File: src/rtl/aass_pkg.sv
// shared types and constants for the adaptive average slope signal block
`timescale 1ns / 1ps
`default_nettype none
package aass_pkg;

	localparam int PRICE_WIDTH    = 32;
	localparam int MAX_WINDOW_DEF = 64;
	localparam int FRAC_W         = 24;
	localparam int LEVEL_W        = 48;
	localparam int CNT_W          = 11;
	localparam int PERIOD_W       = 10;
	localparam int WIN_CFG_W      = 7;
	localparam int CFG_IDX_W      = 3;
	localparam int CFG_DATA_W     = 10;
	localparam int SLOPE_W        = 33;
	localparam int VOL_W          = 3;

	localparam logic [CFG_IDX_W-1:0] REG_FAST   = 3'd0;
	localparam logic [CFG_IDX_W-1:0] REG_SLOW   = 3'd1;
	localparam logic [CFG_IDX_W-1:0] REG_WINDOW = 3'd2;
	localparam logic [CFG_IDX_W-1:0] REG_EMA    = 3'd3;
	localparam logic [CFG_IDX_W-1:0] REG_ORDER  = 3'd4;

	typedef enum logic [1:0] {
		OP_NONE,
		OP_SWEEP,
		OP_DIV,
		OP_MAC
	} op_t;

	typedef enum logic [2:0] {
		SEL_ER,
		SEL_FAST,
		SEL_SLOW,
		SEL_RATE_EMA,
		SEL_SSC,
		SEL_C2,
		SEL_ADA,
		SEL_EMA
	} sel_t;

	typedef struct packed {
		logic load;
		logic finish;
		op_t  op;
		sel_t sel;
	} cmd_t;

	typedef struct packed {
		logic active;
		logic last;
	} sts_t;

endpackage
`default_nettype wire

File: src/rtl/aass_ctrl.sv
// sequencer for sweep, divisions, blends and result hand-off
`timescale 1ns / 1ps
`default_nettype none
module aass_ctrl (
	input  wire logic          clk,
	input  wire logic          arst_n,
	input  wire logic          in_valid,
	output logic               in_ready,
	output logic               out_valid,
	input  wire logic          out_ready,
	input  wire aass_pkg::sts_t sts,
	output aass_pkg::cmd_t     cmd
);

	typedef enum logic [3:0] {
		S_IDLE,
		S_SWEEP,
		S_DIV_ER,
		S_DIV_FAST,
		S_DIV_SLOW,
		S_DIV_EMA,
		S_MAC_SSC,
		S_MAC_C2,
		S_MAC_ADA,
		S_MAC_EMA,
		S_FINISH
	} state_t;

	state_t state_q;
	logic   out_valid_q;

	always_comb begin
		cmd.load   = in_valid && (state_q == S_IDLE);
		cmd.finish = (state_q == S_FINISH) && (!out_valid_q || out_ready);
		cmd.op     = aass_pkg::OP_NONE;
		cmd.sel    = aass_pkg::SEL_ER;
		unique case (state_q)
			S_SWEEP: cmd.op = aass_pkg::OP_SWEEP;
			S_DIV_ER: begin
				cmd.op  = aass_pkg::OP_DIV;
				cmd.sel = aass_pkg::SEL_ER;
			end
			S_DIV_FAST: begin
				cmd.op  = aass_pkg::OP_DIV;
				cmd.sel = aass_pkg::SEL_FAST;
			end
			S_DIV_SLOW: begin
				cmd.op  = aass_pkg::OP_DIV;
				cmd.sel = aass_pkg::SEL_SLOW;
			end
			S_DIV_EMA: begin
				cmd.op  = aass_pkg::OP_DIV;
				cmd.sel = aass_pkg::SEL_RATE_EMA;
			end
			S_MAC_SSC: begin
				cmd.op  = aass_pkg::OP_MAC;
				cmd.sel = aass_pkg::SEL_SSC;
			end
			S_MAC_C2: begin
				cmd.op  = aass_pkg::OP_MAC;
				cmd.sel = aass_pkg::SEL_C2;
			end
			S_MAC_ADA: begin
				cmd.op  = aass_pkg::OP_MAC;
				cmd.sel = aass_pkg::SEL_ADA;
			end
			S_MAC_EMA: begin
				cmd.op  = aass_pkg::OP_MAC;
				cmd.sel = aass_pkg::SEL_EMA;
			end
			default: cmd.op = aass_pkg::OP_NONE;
		endcase
	end

	assign in_ready  = (state_q == S_IDLE);
	assign out_valid = out_valid_q;

	always_ff @(posedge clk or negedge arst_n) begin
		if (!arst_n) begin
			state_q     <= S_IDLE;
			out_valid_q <= 1'b0;
		end else begin
			if (cmd.finish) begin
				out_valid_q <= 1'b1;
			end else if (out_ready) begin
				out_valid_q <= 1'b0;
			end
			unique case (state_q)
				S_IDLE: begin
					if (cmd.load) begin
						state_q <= sts.active ? S_SWEEP : S_FINISH;
					end
				end
				S_SWEEP:    if (sts.last) state_q <= S_DIV_ER;
				S_DIV_ER:   if (sts.last) state_q <= S_DIV_FAST;
				S_DIV_FAST: if (sts.last) state_q <= S_DIV_SLOW;
				S_DIV_SLOW: if (sts.last) state_q <= S_DIV_EMA;
				S_DIV_EMA:  if (sts.last) state_q <= S_MAC_SSC;
				S_MAC_SSC:  if (sts.last) state_q <= S_MAC_C2;
				S_MAC_C2:   if (sts.last) state_q <= S_MAC_ADA;
				S_MAC_ADA:  if (sts.last) state_q <= S_MAC_EMA;
				S_MAC_EMA:  if (sts.last) state_q <= S_FINISH;
				S_FINISH: begin
					if (cmd.finish) begin
						state_q <= S_IDLE;
					end
				end
				default: state_q <= S_IDLE;
			endcase
		end
	end

endmodule
`default_nettype wire

File: config.mk
export PLATFORM = sky130hd
export DESIGN_NAME = aass_ctrl
export DESIGN_NICKNAME = d
export VERILOG_FILES = /design/src/rtl/aass_pkg.sv /design/src/rtl/aass_ctrl.sv
export SDC_FILE = /design/constraint.sdc
export NUM_CORES = 1
export LEC_CHECK = 0
export BUFFER_PORTS_ARGS = -buffer_cell sky130_fd_sc_hd__buf_4
export CORE_AREA = 2 2 39 41
export DETAILED_ROUTE_END_ITERATION = 8
export DIE_AREA = 0 0 41 43
export GPL_TIMING_DRIVEN = 0
export PLACE_DENSITY = 0.67
export RECOVER_POWER = 25
export SLEW_MARGIN = 10
export SYNTH_ARGS = -nofsm -noshare
export SYNTH_HDL_FRONTEND = slang
export SYNTH_SLANG_ARGS = --single-unit
File: constraint.sdc
create_clock -name clk -period 1.7 [get_ports clk]
set_input_delay 0.085 -clock clk [delete_from_list [all_inputs] [get_ports clk]]
set_output_delay 0.085 -clock clk [all_outputs]
set_load 0.05 [all_outputs]
### Word-level counts from Yosys, hierarchy flattened

Index checks and enable logic that the tools add are counted.

| storage, ports and cells | value |
|---|---|
| bits in registers | 5 |
| input bits | 6 |
| logic and storage cells | 49 |
| output and inout port bits | 9 |

| operators by class | value |
|---|---|
| mux-type cells | 17 |
| equality and inequality tests | 21 |
| reduce and logical (&&, ||, !) cells | 9 |

Operator list:

| cell | number |
|---|---|
| 4-bit two-way mux | 12 |
| 4-bit one-hot mux with 11 select lines | 1 |
| 3-bit one-hot mux with 7 select lines | 1 |
| 2-bit != test, second input constant | 10 |
| 4-bit by 3-bit == test with 1-bit output, second input constant | 4 |
| 4-bit == test, second input constant | 3 |
| 11-bit AND reduction | 1 |
| 4-bit by 2-bit == test with 1-bit output, second input constant | 2 |
| 4-bit OR reduction | 2 |
| 2-bit one-hot mux with 3 select lines | 1 |
| 4-bit by 1-bit == test with 1-bit output, second input constant | 1 |
| 4-bit logical NOT | 1 |
| 1-bit logical AND | 2 |
| 1-bit two-way mux | 2 |
| 2-bit by 1-bit != test with 1-bit output, second input constant | 1 |
| 2-bit nonzero test | 1 |
| 1-bit logical NOT | 1 |
| 1-bit logical OR | 1 |

### Depth between registers and ports, before layout

| depth | value |
|---|---|
| depth after elaboration | 5 |
| mapped depth | 6 |
| depth with buffers taken out | 4 |

### Least setup slack after synthesis

OpenSTA, ideal clock, no wires.

| timing | value |
|---|---|
| kind | register to output |
| from | reg state_q[3] |
| to | out cmd[0] (netlist bit) |
| buffers on the path | 1 |
| cell stages (with the launch flop) | 4 |
| data arrival time | 2.019 ns |
| data required time | 1.615 ns |
| setup slack | -0.404 ns |
| cells stage by stage | dfrtp_1 > buf_1 > xnor2_1 > and2_1 |

RTL lines:

| what | line | source |
|---|---|---|
| from (decl) | aass_ctrl.sv:29 | `state_t state_q;` |
| from (signal assigned) | aass_ctrl.sv:91 | `state_q <= sts.active ? S_SWEEP : S_FINISH;` |
| to (decl) | aass_ctrl.sv:12 | `output aass_pkg::cmd_t cmd` |

### Worst setup path after layout

| timing | value |
|---|---|
| from | reg state_q[1] |
| to | reg state_q[1] |

| on the way | value |
|---|---|
| longest elaborated chain between the ends | 4 |
| elaborated cells on any way between the ends | 26 |
| those cells by class | 21 x eq/ne; 1 x mux; 4 x reduce/logical |

RTL lines:

| what | line |
|---|---|
| 4-bit == test or 4-bit logical NOT (tied branches) | aass_ctrl.sv:34, aass_ctrl.sv:88, aass_ctrl.sv:33 |
| 1-bit logical AND (on tied branches) | aass_ctrl.sv:34, aass_ctrl.sv:33 |
| 2-bit != test (no line) or 2-bit by 1-bit != test with 1-bit output (tied branches) | - |
| 11-bit AND reduction (no line) | - |

Parallel ways exist; a longest one is shown, timed or not.
A chain may end at the register's enable or synchronous reset.

==> impl_metrics.toml <==
[status]
status = "completed"

[critical_path]
cp-end-kind = "flip-flop"
cp_max_fo = 10
worstSetupPathType = "flip-flop to flip-flop"
cp-start-kind = "flip-flop"
arrival_ns = 1.76
worstPathRequired_ns = 1.81

[finish]
n_antenna_cell = 0
area_growth_pct = 42.8
nNetsFinal = 73
final_cell_mix = "buf_4 (13), dfrtp_1 (5), nor2_1 (3), clkbuf_4 (3)"
finalInstanceArea_um2 = 593
layout_commonest_cell = "buf_4"
instances_no_fill = 82
drive_gt1_frac = 0.394

[yosys]
avgSynthCellArea_um2 = 8.65
synth_edf_count = 0
syn-cell-area_um2 = 415
syn-num-nets = 54
yosysSeqAreaShare = 0.301
synthesis.instances = 48
synthArstFlopShare = 1.00
ys.flop_type = "dfrtp_1"
ys_ff_latch = 5
synth_cell_type_count = 28
yosys_warnings = 0

[routing]
drcViolationCount = 0
vias = 403
routed_wl_um = 842
antenna_left = 0
via_per_inst = 4.91
drtIter0Drc = 8
wire_per_inst_um = 10.3
drtPass1Iterations = 4

[placed_design]
gp_congestion = 0.723
dp_hpwl_um = 643
dp.cells = 78
placed_cell_area_um2 = 548
io_buffer_count = 14

[clock_tree]
root_buffer = "clkbuf_4"
cts-buffers-inserted = 3
insertion_delay_ns = 0.23
clockBufferDepth = 2
cts_sinks = 5
htreeDepth = 1
clk_pin_slew_ns = 0.04
cts_tree = "built"
cts_setup_buffers = 0

[die]
die-area_um2 = 1760
start_util = 0.300
die_x_um = 41
dieHeight_um = 43
coreArea_um2 = 1380
fp-row-count = 14
io_pins = 15

[timing]
tightestPinTransition_ns = 0.460
finalClockSkew_ns = 0.000281
rsz0062_at_grt = "false"
timing.fmax_ghz = 0.605
slew_viol_final = 0
finalCritPeriodShare = 0.972
finalCriticalPeriod_ns = 1.65
finalHoldViolations = 0
whs_ns = 0.210
finalSetupViolCount = 0
max-slew-margin-rel = 0.693

[run]
cap_violations = 0

[grt]
grt_pass1_vias = 329
grt_overflow = 0
grt_first_pass_wirelength_um = 1300
grt_antenna_before_repair = 0
grt_usage = 0.106
grt_max_degree = 11

[worst_hold_path]
hold_class = "input pin to flip-flop"
## cell usage after synthesis (2+ instances only)
| library cell | instances | area share |
|---|---|---|
| nand2_1 | 2 | 0.018 |
| mux2_1 | 2 | 0.054 |
| nor3_1 | 2 | 0.024 |
| nand3_1 | 2 | 0.024 |
| buf_2 | 2 | 0.024 |
| nand2b_1 | 2 | 0.030 |
| nor2_1 | 4 | 0.036 |
| dfrtp_1 | 5 | 0.30 |
| inv_1 | 2 | 0.018 |
| a21oi_1 | 2 | 0.024 |
| xnor2_1 | 2 | 0.042 |
| buf_6 | 2 | 0.054 |
| o21ai_0 | 4 | 0.048 |
## what timing repair did
action / CTS / global route
hold buffers: 1 / 0
hold endpoints to repair: 5 / 0
resized for setup: 0 / 3
setup endpoints to repair: 0 / 3
## final cells by class
| class | count | area (µm²) |
|---|---|---|
| Multi-Input combinational cell | 36 | 272 |
| Clock buffer | 4 | 26.3 |
| Buffer | 4 | 31.3 |
| Timing Repair Buffer | 15 | 111 |
| Fill cell | 139 | 791 |
| Inverter | 2 | 7.51 |
| Sequential cell | 5 | 125 |
| Tap cell | 16 | 20.0 |
## through the flow
step | worst slack [ns] | utilization | setup TNS [ns]
finish | 0.0475 | 0.429 | 0
global route | 0.000883 | 0.429 | 0
CTS | 0.0292 | 0.422 | 0
detailed placement | 0.0436 | 0.396 | 0
global placement | 0.0536 | 0.396 | 0
floorplan | -0.264 | - | -0.338
## critical path, cell delays in order (launching register included)
cell	delay [ns]
dfrtp_1	0.36
buf_2	0.18
or4_4	0.50
o21ai_2	0.08
a21oi_2	0.10
mux2_1	0.32
## kinds of logic (layout without fill, tap and decap cells)
| kind of cell | Yosys count | after routing | synth area share |
|---|---|---|---|
| mux | 2 | 2 | 0.0542 |
| xor+xnor | 3 | 3 | 0.0633 |
| simple gates | 18 | 18 | 0.247 |
| buf+inv | 7 | 25 | 0.105 |
| compound gates | 13 | 13 | 0.229 |
| flops | 5 | 5 | 0.301 |
## final timing paths
path	cells after the start	slack, ns	from	endpoint
setup / recovery	5	0.05	state_q[1]	state_q[1]
min in group asynchronous	2	0.22	arst_n	out_valid
max in group asynchronous	2	1.28	arst_n	state_q[1]
setup reg to reg	5	0.05	state_q[1]	state_q[1]
hold reg to reg	2	0.58	out_valid	out_valid
hold / removal	3	0.21	out_ready	out_valid
## metal layers
layer / share of wire / GRT usage
met4: 0 / 0.0600
met3: 0.077 / 0.0157
met1: 0.44 / 0.138
met5: 0 / 0
met2: 0.48 / 0.159
## sequential cells by signal, summed over array words and instances, names as in the netlist
| name | flops |
|---|---|
| state_q | 4 |
| out_valid | 1 |
Power is not shown: default switching activity piles up to over one toggle a cycle in this logic, so the estimate is an artifact.
